`src/sv/nss_pkg.sv`:
```
`default_nettype none
package nss_pkg;

  localparam int MAX_SAMPLES = 64;
  localparam int MAX_DIMS    = 8;
  localparam int COORD_BITS  = 16;

  localparam int SIDX_W = $clog2(MAX_SAMPLES);
  localparam int DIDX_W = $clog2(MAX_DIMS);
  localparam int ADDR_W = SIDX_W + DIDX_W;
  localparam int STORE_DEPTH = MAX_SAMPLES * MAX_DIMS;

  localparam int DIMS_W     = 4;
  localparam int SAMP_W     = 7;
  localparam int CFG_DATA_W = 7;
  localparam int CFG_IDX_W  = 1;

  localparam int SQ_W   = 2 * COORD_BITS;
  localparam int DIST_W = 38;

  localparam logic [CFG_IDX_W-1:0] CFG_DIMS    = 1'b0;
  localparam logic [CFG_IDX_W-1:0] CFG_SAMPLES = 1'b1;

  localparam logic OP_LOAD  = 1'b0;
  localparam logic OP_QUERY = 1'b1;

  // Control that travels alongside one coordinate through the datapath.
  typedef struct packed {
    logic              valid;
    logic              first;
    logic              last;
    logic              tail;
    logic [SIDX_W-1:0] idx;
  } nss_ctl_t;

endpackage
`default_nettype wire

```
`src/sv/nss_mac.sv`:
```
`default_nettype none
module nss_mac (
  input  wire logic                                  clk,
  input  wire logic                                  rst,
  input  wire nss_pkg::nss_ctl_t                     ctl_in,
  input  wire logic [nss_pkg::COORD_BITS-1:0]        a,
  input  wire logic [nss_pkg::COORD_BITS-1:0]        b,
  output nss_pkg::nss_ctl_t                          dist_ctl,
  output logic      [nss_pkg::DIST_W-1:0]            dist_sum
);

  localparam logic [nss_pkg::COORD_BITS-1:0] SIGN_BIT =
    {1'b1, {(nss_pkg::COORD_BITS-1){1'b0}}};

  logic [nss_pkg::COORD_BITS-1:0] a_b, b_b, mag_next, mag;
  logic [nss_pkg::SQ_W-1:0]       sq;
  logic [nss_pkg::DIST_W-1:0]     acc_next;
  nss_pkg::nss_ctl_t              ctl1, ctl2, ctl_out;

  // Flipping the sign bit gives offset binary, which orders like the signed value.
  always_comb begin
    a_b = a ^ SIGN_BIT;
    b_b = b ^ SIGN_BIT;
    mag_next = (a_b > b_b) ? (a_b - b_b) : (b_b - a_b);
    acc_next = ctl2.first ? nss_pkg::DIST_W'(sq) : dist_sum + nss_pkg::DIST_W'(sq);
    ctl_out = ctl2;
    ctl_out.valid = ctl2.valid && ctl2.last;
  end

  always_ff @(posedge clk) begin
    if (rst) begin
      ctl1     <= '0;
      ctl2     <= '0;
      dist_ctl <= '0;
    end else begin
      ctl1     <= ctl_in;
      ctl2     <= ctl1;
      dist_ctl <= ctl_out;
    end
    mag <= mag_next;
    sq  <= mag * mag;
    if (ctl2.valid) begin
      dist_sum <= acc_next;
    end
  end

endmodule
`default_nettype wire

```
`config.mk`:
```
export PLATFORM = sky130hd
export DESIGN_NAME = nss_mac
export DESIGN_NICKNAME = d
export VERILOG_FILES = /design/src/sv/nss_pkg.sv /design/src/sv/nss_mac.sv
export SDC_FILE = /design/constraint.sdc
export NUM_CORES = 1
export LEC_CHECK = 0
export ABC_AREA = 1
export BUFFER_PORTS_ARGS = -buffer_cell sky130_fd_sc_hd__buf_2
export CORE_MARGIN = 5
export CORE_UTILIZATION = 66
export CTS_BUF_LIST = sky130_fd_sc_hd__clkbuf_4
export CTS_CLUSTER_SIZE = 12
export DETAILED_ROUTE_END_ITERATION = 6
export PLACE_DENSITY = 0.85
export SLEW_MARGIN = 25
export SYNTH_ARGS = -nofsm -noshare
export SYNTH_HDL_FRONTEND = slang
export SYNTH_SLANG_ARGS = --single-unit
```
`constraint.sdc`:
```
create_clock -name clk -period 11.9 [get_ports clk]
set_clock_uncertainty 0.15 [all_clocks]
set_input_delay 2.975 -clock clk [delete_from_list [all_inputs] [get_ports clk]]
set_output_delay 2.975 -clock clk [all_outputs]
set_load 0.01 [all_outputs]
```
==> flow_summary_export.csv <==
group,metric,value,unit
worst_setup_path,critPathSlowestCell,"dfxtp_1",
global_routing,grtUsageMet3,3.84,%
worst_setup_path,path_max_fanout,17,
timing,hold_violations,0,
logic_synthesis,synth_cell_types,40,
floorplanning,die_w,164,µm
clocking,postCtsSetupRepairBufs,0,
drt,drt_iter0_drc,1093,
logic_synthesis,seq_area_frac_synth,17.1,%
run_status,violations,"design-rule violations",
clocking,htree_levels,4,
worst_setup_path,max_stage_delay,810,ps
worst_setup_path,end_kind,"flip-flop",
drt,drt_drc_violations_left,4,
worst_hold_path,hold_class,"flip-flop to flip-flop",
place,hpwlAfterDp,31700,µm
timing,tightest_slew,766,ps
drt,detail_route.wl_per_cell,14.3,µm
logic_synthesis,synth_edf_count,38,
global_routing,grt_pass1_vias,13999,
worst_setup_path,crit_chain,"nand2_1 -> fa_1 -> inv_1 -> fa_1 -> inv_1 -> fa_1 -> inv_1 -> fa_1 -> fa_1 -> inv_1 -> fa_1 -> inv_1 -> ha_1 -> nand2_1 -> nor2_1 -> nand2_1 -> nor4_1 -> nand2_1 -> nand4_1 -> nand2_1",
global_routing,grt-busiest-layer,"met2",
floorplanning,initial_core_util,67.0,%
drt,routed_wl,37500,µm
run_status,status,"finished, violations left",
logic_synthesis,synthMuxAreaShare,0,%
drt,ant_nets,0,
place,gp_congestion,0.961,
floorplanning,core-area,23400,µm²
logic_synthesis,yosysWarnings,0,
timing,setup_viol,0,
timing,grt_setup_unrepaired,"no",
layout,area_growth,5.79,%
drt,dr_total_vias,13678,
clocking,cts_tree,"built",
run,maxCapViolCount,0,
clocking,cts.path.max_buffers,2,
global_routing,grt_use_met1,34.9,%
timing,max-slew-margin-rel,48.9,%
logic_synthesis,synthFlopType,"dfxtp_1",
logic_synthesis,ys_ff_latch,115,
global_routing,grt_pass1_wl,63600,µm
layout,fillers,2045,
logic_synthesis,synth_top_family_by_area,"adder cells",
global_routing,use_met2,53.8,%
clocking,clock_sinks,115,
logic_synthesis,synthXorXnorAreaFrac,3.46,%
logic_synthesis,syn-cell-area,15700,µm²
floorplanning,ioPinCount,92,
global_routing,grt_usage,29.2,%
worst_setup_path,cp_common_cell,"fa_1",
place,port_buffers,91,
worst_setup_path,required,12200,ps
floorplanning,rows,56,
floorplanning,die_h,164,µm
logic_synthesis,synth_fa_ha_area_share,34.2,%
layout,multi_input_area,10700,µm²
timing,fmax,0.169,GHz
clocking,cts_root_buffer,"clkbuf_4",
logic_synthesis,netlist_instances,2223,
drt,via_per_inst,5.22,
worst_setup_path,worstSetupPathType,"flip-flop to flip-flop",
floorplanning,dieArea,26900,µm²
global_routing,grt_max_degree,44,
clocking,insertion_delay,570,ps
timing,drv_slew,0,
clocking,cts-resized-gates,0,
logic_synthesis,synth_compound_area_share,6.21,%
timing,finalCritPeriodShare,49.7,%
logic_synthesis,synth_fp_nets,2597,
global_routing,overflow,0,
layout,nNetsFinal,2659,
global_routing,antenna_found_initial,1,
clocking,cts_buffers,17,
layout,final_layout_size_suffix_gt1_share,7.05,%
timing,fin_crit,5920,ps
clocking,clkTransAtPathRegs,160,ps
worst_setup_path,cp_data_arrival_time,6220,ps
worst_setup_path,crit_path_start_kind,"flip-flop",
layout,register_area,2680,µm²
timing,fin_setup_tns,0,ps
logic_synthesis,synthArstFlopShare,0,%
drt,drt_first_pass_iters,7,
logic_synthesis,synth_simple_gate_area_share,24.1,%
logic_synthesis,syn_area_per_cell,7.05,µm²
clocking,cts_hold_buf,0,
cells in the mapped netlist (3+ instances only):
cell type / n / area, µm²
buf_6: 6 / 67.6
nand3_1: 95 / 475
inv_2: 4 / 15.0
o211ai_1: 4 / 30.0
nor3_1: 20 / 100
o21ai_2: 4 / 35.0
nand2_2: 12 / 75.1
a21oi_1: 84 / 420
o21a_1: 3 / 22.5
clkbuf_1: 39 / 146
xor2_1: 42 / 368
dfxtp_1: 77 / 1540
nor2_1: 161 / 604
edfxtp_1: 38 / 1140
o21ai_0: 47 / 235
o21ai_1: 6 / 30.0
ha_1: 166 / 2080
o21bai_1: 13 / 97.6
inv_1: 551 / 2070
xnor2_1: 20 / 175
a21o_1: 7 / 52.6
nand4_1: 11 / 68.8
nand3b_1: 3 / 22.5
nand2_1: 620 / 2330
fa_1: 164 / 3280
or2_2: 10 / 62.6
final cells by class:
class | count | share of cell area [%]
multi-input cells | 1502 | 64.2
diodes | 1 | 0.0151
repair buffers | 93 | 2.84
clock inverters | 15 | 0.958
clock buffers | 17 | 0.770
well taps | 319 | 2.41
flip-flops and latches | 115 | 16.2
inverters | 556 | 12.6
routing by layer:
| layer | vias up | share of wire [%] |
|---|---|---|
| met5 | - | 0 |
| met4 | 0 | 3.2 |
| met3 | 86 | 6.3 |
| met2 | 490 | 51 |
| met1 | 6322 | 40 |
| li1 | 6780 | - |
worst paths after layout:
check	cells after the start	to	slack, ps	startpoint
worst max-delay path	20	sq[29]$_DFF_P_	5980	mag[8]$_DFF_P_
worst min-delay path	2	dist_ctl[2]$_SDFF_PP0_	240	ctl2[2]$_SDFF_PP0_
worst max register to register	20	sq[29]$_DFF_P_	5980	mag[8]$_DFF_P_
worst min register to register	2	dist_ctl[2]$_SDFF_PP0_	240	ctl2[2]$_SDFF_PP0_
per-stage QoR:
step                      hold slack (ps)  cells  worst slack [ps]  utilization [%]  area (µm²)
after CTS                             248   2617              6000             70.9       16600
after global routing                  260   2618              5640             70.9       16600
after global placement                239   2585              6120             69.6       16300
final                                 245   2618              5980             70.9       16600
after floorplan                       179   2223              6420                -       15700
after detailed placement              243   2585              6060             69.6       16300
critical path: cells and delay by family (launching register included):
kind          cells  cell delay, ps
simple gates      8            1270
buf+inv           5             250
fa+ha+maj         7            3330
flops             1             810
flip-flops by register name (all words and copies together) (netlist names):
name / count
ctl2: 10
dist_sum: 38
dist_ctl: 10
mag: 16
sq: 31
ctl1: 10
cell usage in the layout, fill, tap and decap left out, types with 2 or more instances in the layout:
master	instances
ha_1	166
a31o_2	2
nand3b_1	3
o21ai_2	4
a21o_1	7
inv_1	551
o21a_1	3
o21ai_1	6
fa_1	164
clkinvlp_4	2
a21oi_1	84
buf_2	91
edfxtp_1	38
xor2_1	42
nand4_1	11
inv_8	6
buf_4	2
inv_6	4
clkbuf_4	17
nor3_1	20
xnor2_1	20
dfxtp_1	77
or2_2	10
nand2_4	2
o21bai_1	13
nand2_2	12
o211ai_1	4
nor2_1	161
inv_2	4
clkinv_8	2
o21ai_0	47
nand2_1	620
nand3_1	95
kinds of logic (layout without fill, tap and decap cells):
kind of cell | Yosys count | count (layout)
fa+ha+maj | 330 | 330
xor+xnor | 62 | 62
simple gates | 937 | 937
flops | 115 | 115
buf+inv | 606 | 681
other cells | 0 | 1
compound gates | 173 | 173
Power is not shown: default switching activity piles up to over one toggle a cycle in this logic, so the estimate is an artifact.
