File: config.mk
export PLATFORM = sky130hd
export DESIGN_NAME = nss_seq
export DESIGN_NICKNAME = d
export VERILOG_FILES = /design/src/sv/nss_pkg.sv /design/src/sv/nss_seq.sv
export SDC_FILE = /design/constraint.sdc
export NUM_CORES = 1
export LEC_CHECK = 0
export BUFFER_PORTS_ARGS = -buffer_cell sky130_fd_sc_hd__buf_2
export CORE_ASPECT_RATIO = 0.5
export CORE_MARGIN = 10
export CORE_UTILIZATION = 45
export DETAILED_ROUTE_END_ITERATION = 16
export PLACE_DENSITY = 0.77
export SLEW_MARGIN = 20
export SYNTH_ARGS = -nofsm -noshare
export SYNTH_HDL_FRONTEND = slang
export SYNTH_SLANG_ARGS = --single-unit
File: constraint.sdc
create_clock -name clk -period 4.7 [get_ports clk]
set_clock_uncertainty 0.2 [all_clocks]
set_input_delay 0.705 -clock clk [delete_from_list [all_inputs] [get_ports clk]]
set_output_delay 0.705 -clock clk [all_outputs]
set_load 0.1 [all_outputs]
File: src/sv/nss_pkg.sv
`default_nettype none
package nss_pkg;

  localparam int MAX_SAMPLES = 64;
  localparam int MAX_DIMS    = 8;
  localparam int COORD_BITS  = 16;

  localparam int SIDX_W = $clog2(MAX_SAMPLES);
  localparam int DIDX_W = $clog2(MAX_DIMS);
  localparam int ADDR_W = SIDX_W + DIDX_W;
  localparam int STORE_DEPTH = MAX_SAMPLES * MAX_DIMS;

  localparam int DIMS_W     = 4;
  localparam int SAMP_W     = 7;
  localparam int CFG_DATA_W = 7;
  localparam int CFG_IDX_W  = 1;

  localparam int SQ_W   = 2 * COORD_BITS;
  localparam int DIST_W = 38;

  localparam logic [CFG_IDX_W-1:0] CFG_DIMS    = 1'b0;
  localparam logic [CFG_IDX_W-1:0] CFG_SAMPLES = 1'b1;

  localparam logic OP_LOAD  = 1'b0;
  localparam logic OP_QUERY = 1'b1;

  // Control that travels alongside one coordinate through the datapath.
  typedef struct packed {
    logic              valid;
    logic              first;
    logic              last;
    logic              tail;
    logic [SIDX_W-1:0] idx;
  } nss_ctl_t;

endpackage
`default_nettype wire

File: src/sv/nss_seq.sv
`default_nettype none
module nss_seq (
  input  wire logic                          clk,
  input  wire logic                          rst,
  input  wire logic                          go,
  input  wire logic [nss_pkg::DIMS_W-1:0]    dims_in_use,
  input  wire logic [nss_pkg::SAMP_W-1:0]    samples_in_use,
  input  wire nss_pkg::nss_ctl_t             dist_ctl,
  input  wire logic [nss_pkg::DIST_W-1:0]    dist_sum,
  output logic                               busy,
  output nss_pkg::nss_ctl_t                  issue,
  output logic      [nss_pkg::SIDX_W-1:0]    s_cnt,
  output logic      [nss_pkg::DIDX_W-1:0]    d_cnt,
  output logic                               done,
  output logic      [nss_pkg::SIDX_W-1:0]    result
);

  typedef enum logic [1:0] {IDLE, ISSUE, DRAIN} state_t;

  state_t                       state;
  logic [nss_pkg::DIMS_W-1:0]   nd;
  logic [nss_pkg::SAMP_W-1:0]   ns;
  logic [nss_pkg::DIDX_W-1:0]   nd_m1;
  logic [nss_pkg::SIDX_W-1:0]   ns_m1;
  logic                         empty_scan;
  logic                         d_last, s_last, better;
  logic [nss_pkg::DIST_W-1:0]   best_dist;
  logic [nss_pkg::SIDX_W-1:0]   best_idx, win_idx;

  always_comb begin
    nd = (dims_in_use > nss_pkg::DIMS_W'(nss_pkg::MAX_DIMS)) ?
         nss_pkg::DIMS_W'(nss_pkg::MAX_DIMS) : dims_in_use;
    ns = (samples_in_use > nss_pkg::SAMP_W'(nss_pkg::MAX_SAMPLES)) ?
         nss_pkg::SAMP_W'(nss_pkg::MAX_SAMPLES) : samples_in_use;
    nd_m1 = nss_pkg::DIDX_W'(nd - 1'b1);
    ns_m1 = nss_pkg::SIDX_W'(ns - 1'b1);
    empty_scan = (dims_in_use == '0) || (samples_in_use == '0);
    d_last = (d_cnt == nd_m1);
    s_last = (s_cnt == ns_m1);
    busy = (state != IDLE);
    issue.valid = (state == ISSUE);
    issue.first = (d_cnt == '0);
    issue.last  = d_last;
    issue.tail  = s_last;
    issue.idx   = s_cnt;
    // Strict compare keeps the lowest index on a tie.
    better  = dist_sum < best_dist;
    win_idx = better ? dist_ctl.idx : best_idx;
  end

  always_ff @(posedge clk) begin
    if (rst) begin
      state     <= IDLE;
      done      <= 1'b0;
      s_cnt     <= '0;
      d_cnt     <= '0;
      best_dist <= '1;
      best_idx  <= '0;
    end else begin
      done <= ((state == IDLE) && go && empty_scan) ||
              ((state == DRAIN) && dist_ctl.valid && dist_ctl.tail);
      if (dist_ctl.valid && better) begin
        best_dist <= dist_sum;
        best_idx  <= dist_ctl.idx;
      end
      unique case (state)
        IDLE: begin
          if (go) begin
            s_cnt     <= '0;
            d_cnt     <= '0;
            best_dist <= '1;
            best_idx  <= '0;
            if (empty_scan) begin
              result <= '0;
            end else begin
              state <= ISSUE;
            end
          end
        end
        ISSUE: begin
          if (d_last) begin
            d_cnt <= '0;
            s_cnt <= s_cnt + 1'b1;
            if (s_last) begin
              state <= DRAIN;
            end
          end else begin
            d_cnt <= d_cnt + 1'b1;
          end
        end
        DRAIN: begin
          if (dist_ctl.valid && dist_ctl.tail) begin
            result <= win_idx;
            state  <= IDLE;
          end
        end
        default: state <= IDLE;
      endcase
    end
  end

endmodule
`default_nettype wire

==> results by stage <==
Outcome:
- The run finished with clean final reports.

Detailed routing:
- The number of vias after detailed routing is 3422.
- The wire length on met1 is 4120 um.
- In this run the remaining antenna-violating nets after routing total 0.
- The highest metal layer carrying signal wires in the routed design is met4.
- In the detailed route, the total length drawn on met2 is 4450 um.
- The detailed router's first-iteration violation count is 158.
- Detailed routing placed a total of 261 um of wire on met3.
- The count of TritonRoute iterations in the first routing pass is 4.
- Dividing the detail-routed via count by the number of cells gives 5.09.
- After detailed routing, the average wire length per cell comes to 13.4 um.
- For this run, design rule violations remaining after detail routing come to 0.
- Wires add up to 9000 um.

Clock network:
- The post-CTS resize count is 0.
- In this run the post-CTS setup repair buffer count came out at 0.
- TritonCTS built the clock tree.
- The clock latency on the worst-skew pair is 0.33 ns.
- In this run the deepest clock path goes through 2 buffers.
- The clock tree root buffer cell is sky130_fd_sc_hd__clkbuf_16.
- Buffers inserted to repair hold after CTS numbered 0.
- Counting the buffers created by CTS gives 9.
- The depth of the CTS H-tree is 3.
- The number of sinks on the clock net is 62.
- Clock-pin slew was measured on the worst setup and hold paths at 0.06 ns.

Worst setup path:
- Measured in cells, the most critical reg-to-reg path has a length of 8.
- The signal on the critical path passes through buf_2 > nand2b_1 > ha_1 > nand2_1 > mux2_1 > o22ai_1 > xnor2_1 > nor4_1 > buf_2.
- The cell that appears most often on the critical path is sky130_fd_sc_hd__buf_2.
- The endpoint identified for the worst register-to-register timing path is best_dist[6].
- STA classifies the critical path startpoint as an input port.
- The maximum fanout along the worst path is 8.
- The peak per-stage delay on the critical path is 0.49 ns.
- For flop-to-flop paths, the worst setup slack is 1.69 ns.
- The critical path is of the in2out type.
- For this design, the slowest cell found on the critical path is sky130_fd_sc_hd__buf_2.
- For the worst setup path, the data arrival time is 2.69 ns.
- STA puts the critical path data required time at 3.80 ns.
- STA classifies the critical path endpoint as an output pin.
- The origin of the critical flop-to-flop path is best_dist[24].

Timing:
- The hold violation count in the final report was 0.
- Setup violations remaining at the end of the flow were counted as 0.
- Setup total negative slack on the finished layout was measured at 0 ns.
- Setup repair after global routing left no endpoint under its margin.
- Across all setup checks in the final design, the least slack found is 1.10 ns.
- The portion of the clock cycle consumed by the worst path in the final layout is 0.765.
- The transition at the pin with the smallest max-transition slack is 0.903 ns.
- The final count of pins violating max slew is 0.
- In this run the tightest slew margin relative to its limit is 0.398.
- For this run, the top clock speed supported by timing is 0.278 GHz.
- The routed design could run at a clock period as short as 3.60 ns.

Global route:
- The number of global-route vias before repair is 3495.
- The number of antenna violations at the first check in global routing is 0.
- The leftover overflow at the end of global routing is 0.
- The wire length of the first global-routing pass is 15300 um.
- The pin count of the biggest net entering global routing is 52.
- The total global-route track usage is 0.135.

Job:
- Across the run, the number of max-cap violations was 0.

Floorplanning:
- Row generation in the floorplan step produced 24 rows.
- The chip width is 154 um.
- The area of the die is 13500 um^2.
- The area of the core region is 8740 um^2.
- The initial cell density of the core is 0.465.
- The top-level port count is 89.
- The die height is 87.2 um.

Min path:
- The worst hold path class is reg2reg.
- The worst hold endpoint is best_idx[4].
- The worst hold path passes through 2 cells.
- The startpoint of the lowest-slack hold path is best_idx[4].

Yosys:
- Of the post-synthesis cell area, the dominant cell type holds 0.276.
- A synthesized cell averages 8.46 um^2.
- The net count of the mapped netlist is 584.
- The number of instances in the synthesized netlist is 480.
- Counting distinct cell types in the post-synthesis netlist gives 52.
- The post-synth design cell area is 4060 um^2.
- The most area-hungry cell type in the Yosys netlist is sky130_fd_sc_hd__dfxtp_1.
- The number of synthesized register bits is 62.
- The number of warning messages in the yosys log is 0.
- For this run, asynchronously set or reset flops after synthesis account for 0.
- The flip-flop cell with the highest count after synthesis is sky130_fd_sc_hd__dfxtp_1.
- Yosys mapped a number of flops with a built-in enable equal to 6.
- The share of the Yosys chip area taken by registers is 0.320.
- By area the synthesized netlist is led by sky130_fd_sc_hd__dfxtp_1 (28%), sky130_fd_sc_hd__ha_1 (13%), sky130_fd_sc_hd__mux2i_1 (11%), sky130_fd_sc_hd__nor2_1 (9.0%), sky130_fd_sc_hd__edfxtp_1 (4.4%).

Pwr:
- The cell leakage power is 2.53 nW.
- The worst-case vdd ir drop is 0.180 mV.
- In this run the power density over the cells is 335 nW/um^2.

Placement:
- At the end of routability-driven placement, the weighted congestion stood at 0.790.
- After detailed placement, the design holds a cell count of 656.
- Input and output buffers added on the ports amount to 86.
- Summed over all nets, the half-perimeter wirelength after detailed placement is 7010 um.
- The worst slack after detailed placement is 1.10 ns.

Cells and area:
- The number of antenna diodes is 0.
- The top cell types in the final layout, fill and taps aside, are sky130_fd_sc_hd__nor2_1 (97), sky130_fd_sc_hd__buf_2 (86), sky130_fd_sc_hd__dfxtp_1 (56).
- The final cell count without fillers is 672.
- In the final layout, the share of cells above drive strength 1 is 0.207.
- The filler cell count in the final layout is 833.
- At the end of the flow, the number of nets in the layout was 654.
- The library cell used most frequently in the layout, excluding fill and tap cells, is sky130_fd_sc_hd__nor2_1.
- Compared with the post-synthesis result, the final layout area differs by 18.5%.
[metal layers]
metal  GRT usage  vias to the layer above
met5           0                        -
met4      0.0588                        0
met3      0.0286                       17
met2       0.238                       61
met1       0.155                     1561
li1            -                     1783
[registers in the layout, indices dropped and copies added (netlist names)]
signal     cells
best_dist     38
best_idx       6
d_cnt          3
done           1
result         6
s_cnt          6
state          2
[cells by family after synthesis]
family / after synthesis / synth area share
AOI/OAI and AO/OA: 60 / 0.0943
xor gates and xnor gates: 18 / 0.0407
adders and majority gates: 42 / 0.129
buffers and inverters: 71 / 0.0826
DFF: 62 / 0.320
muxes: 46 / 0.114
and+or+nand+nor: 181 / 0.219
[Yosys cell counts (all sizes together), types with 8 or more instances]
| master | count |
|---|---|
| buf | 14 |
| dfxtp | 56 |
| nand2 | 28 |
| inv | 43 |
| clkbuf | 14 |
| a21oi | 26 |
| xnor2 | 13 |
| mux2i | 45 |
| nor2 | 97 |
| nor3 | 8 |
| o21ai | 9 |
| o31ai | 8 |
| nand4 | 15 |
| ha | 42 |
[critical path, delay by kind of cell]
| kind | cells | cell delay (ns) |
|---|---|---|
| buffers and inverters | 2 | 0.65 |
| and+or+nand+nor | 3 | 0.54 |
| muxes | 1 | 0.29 |
| adders and majority gates | 1 | 0.21 |
| AOI/OAI and AO/OA | 1 | 0.18 |
| xor gates and xnor gates | 1 | 0.12 |
[power breakdown]
group          switching [W]  internal (W)
sequential         0.0000166      0.000558
combinational       0.000183      0.000104
clock               0.000253      0.000498
[how the worst max path moves through the flow]
stage / from / endpoint / slack (ns)
after global routing: samples_in_use[6] / issue[6] / 0.90
after CTS: samples_in_use[6] / issue[6] / 1.09
after global placement: samples_in_use[6] / issue[6] / 1.14
after detailed placement: samples_in_use[6] / issue[6] / 1.10
final: samples_in_use[6] / issue[6] / 1.10
after floorplan: d_cnt[0] / issue[8] / 1.40
[final cells by class]
class                      count  area [um^2]  share of cell area
tap                          117          146              0.0304
clock inverter                 6         91.3              0.0190
timing repair buffer          87          438              0.0910
clock buffer                  10          250              0.0520
sequential                    62         1300               0.270
inverter                      43          161              0.0335
multi-input combinational    347         2430               0.504
[metrics by stage]
stage | util | hold slack [ns] | total power (W) | instance area [um^2]
floorplan | - | 0.235 | 0.000807 | 4060
global placement | 0.512 | 0.245 | 0.000865 | 4470
detailed placement | 0.512 | 0.253 | 0.000874 | 4470
CTS | 0.551 | 0.264 | 0.00163 | 4810
global route | 0.551 | 0.287 | 0.00168 | 4810
finish | 0.551 | 0.265 | 0.00161 | 4810
Power figures use the tool's default switching activity.
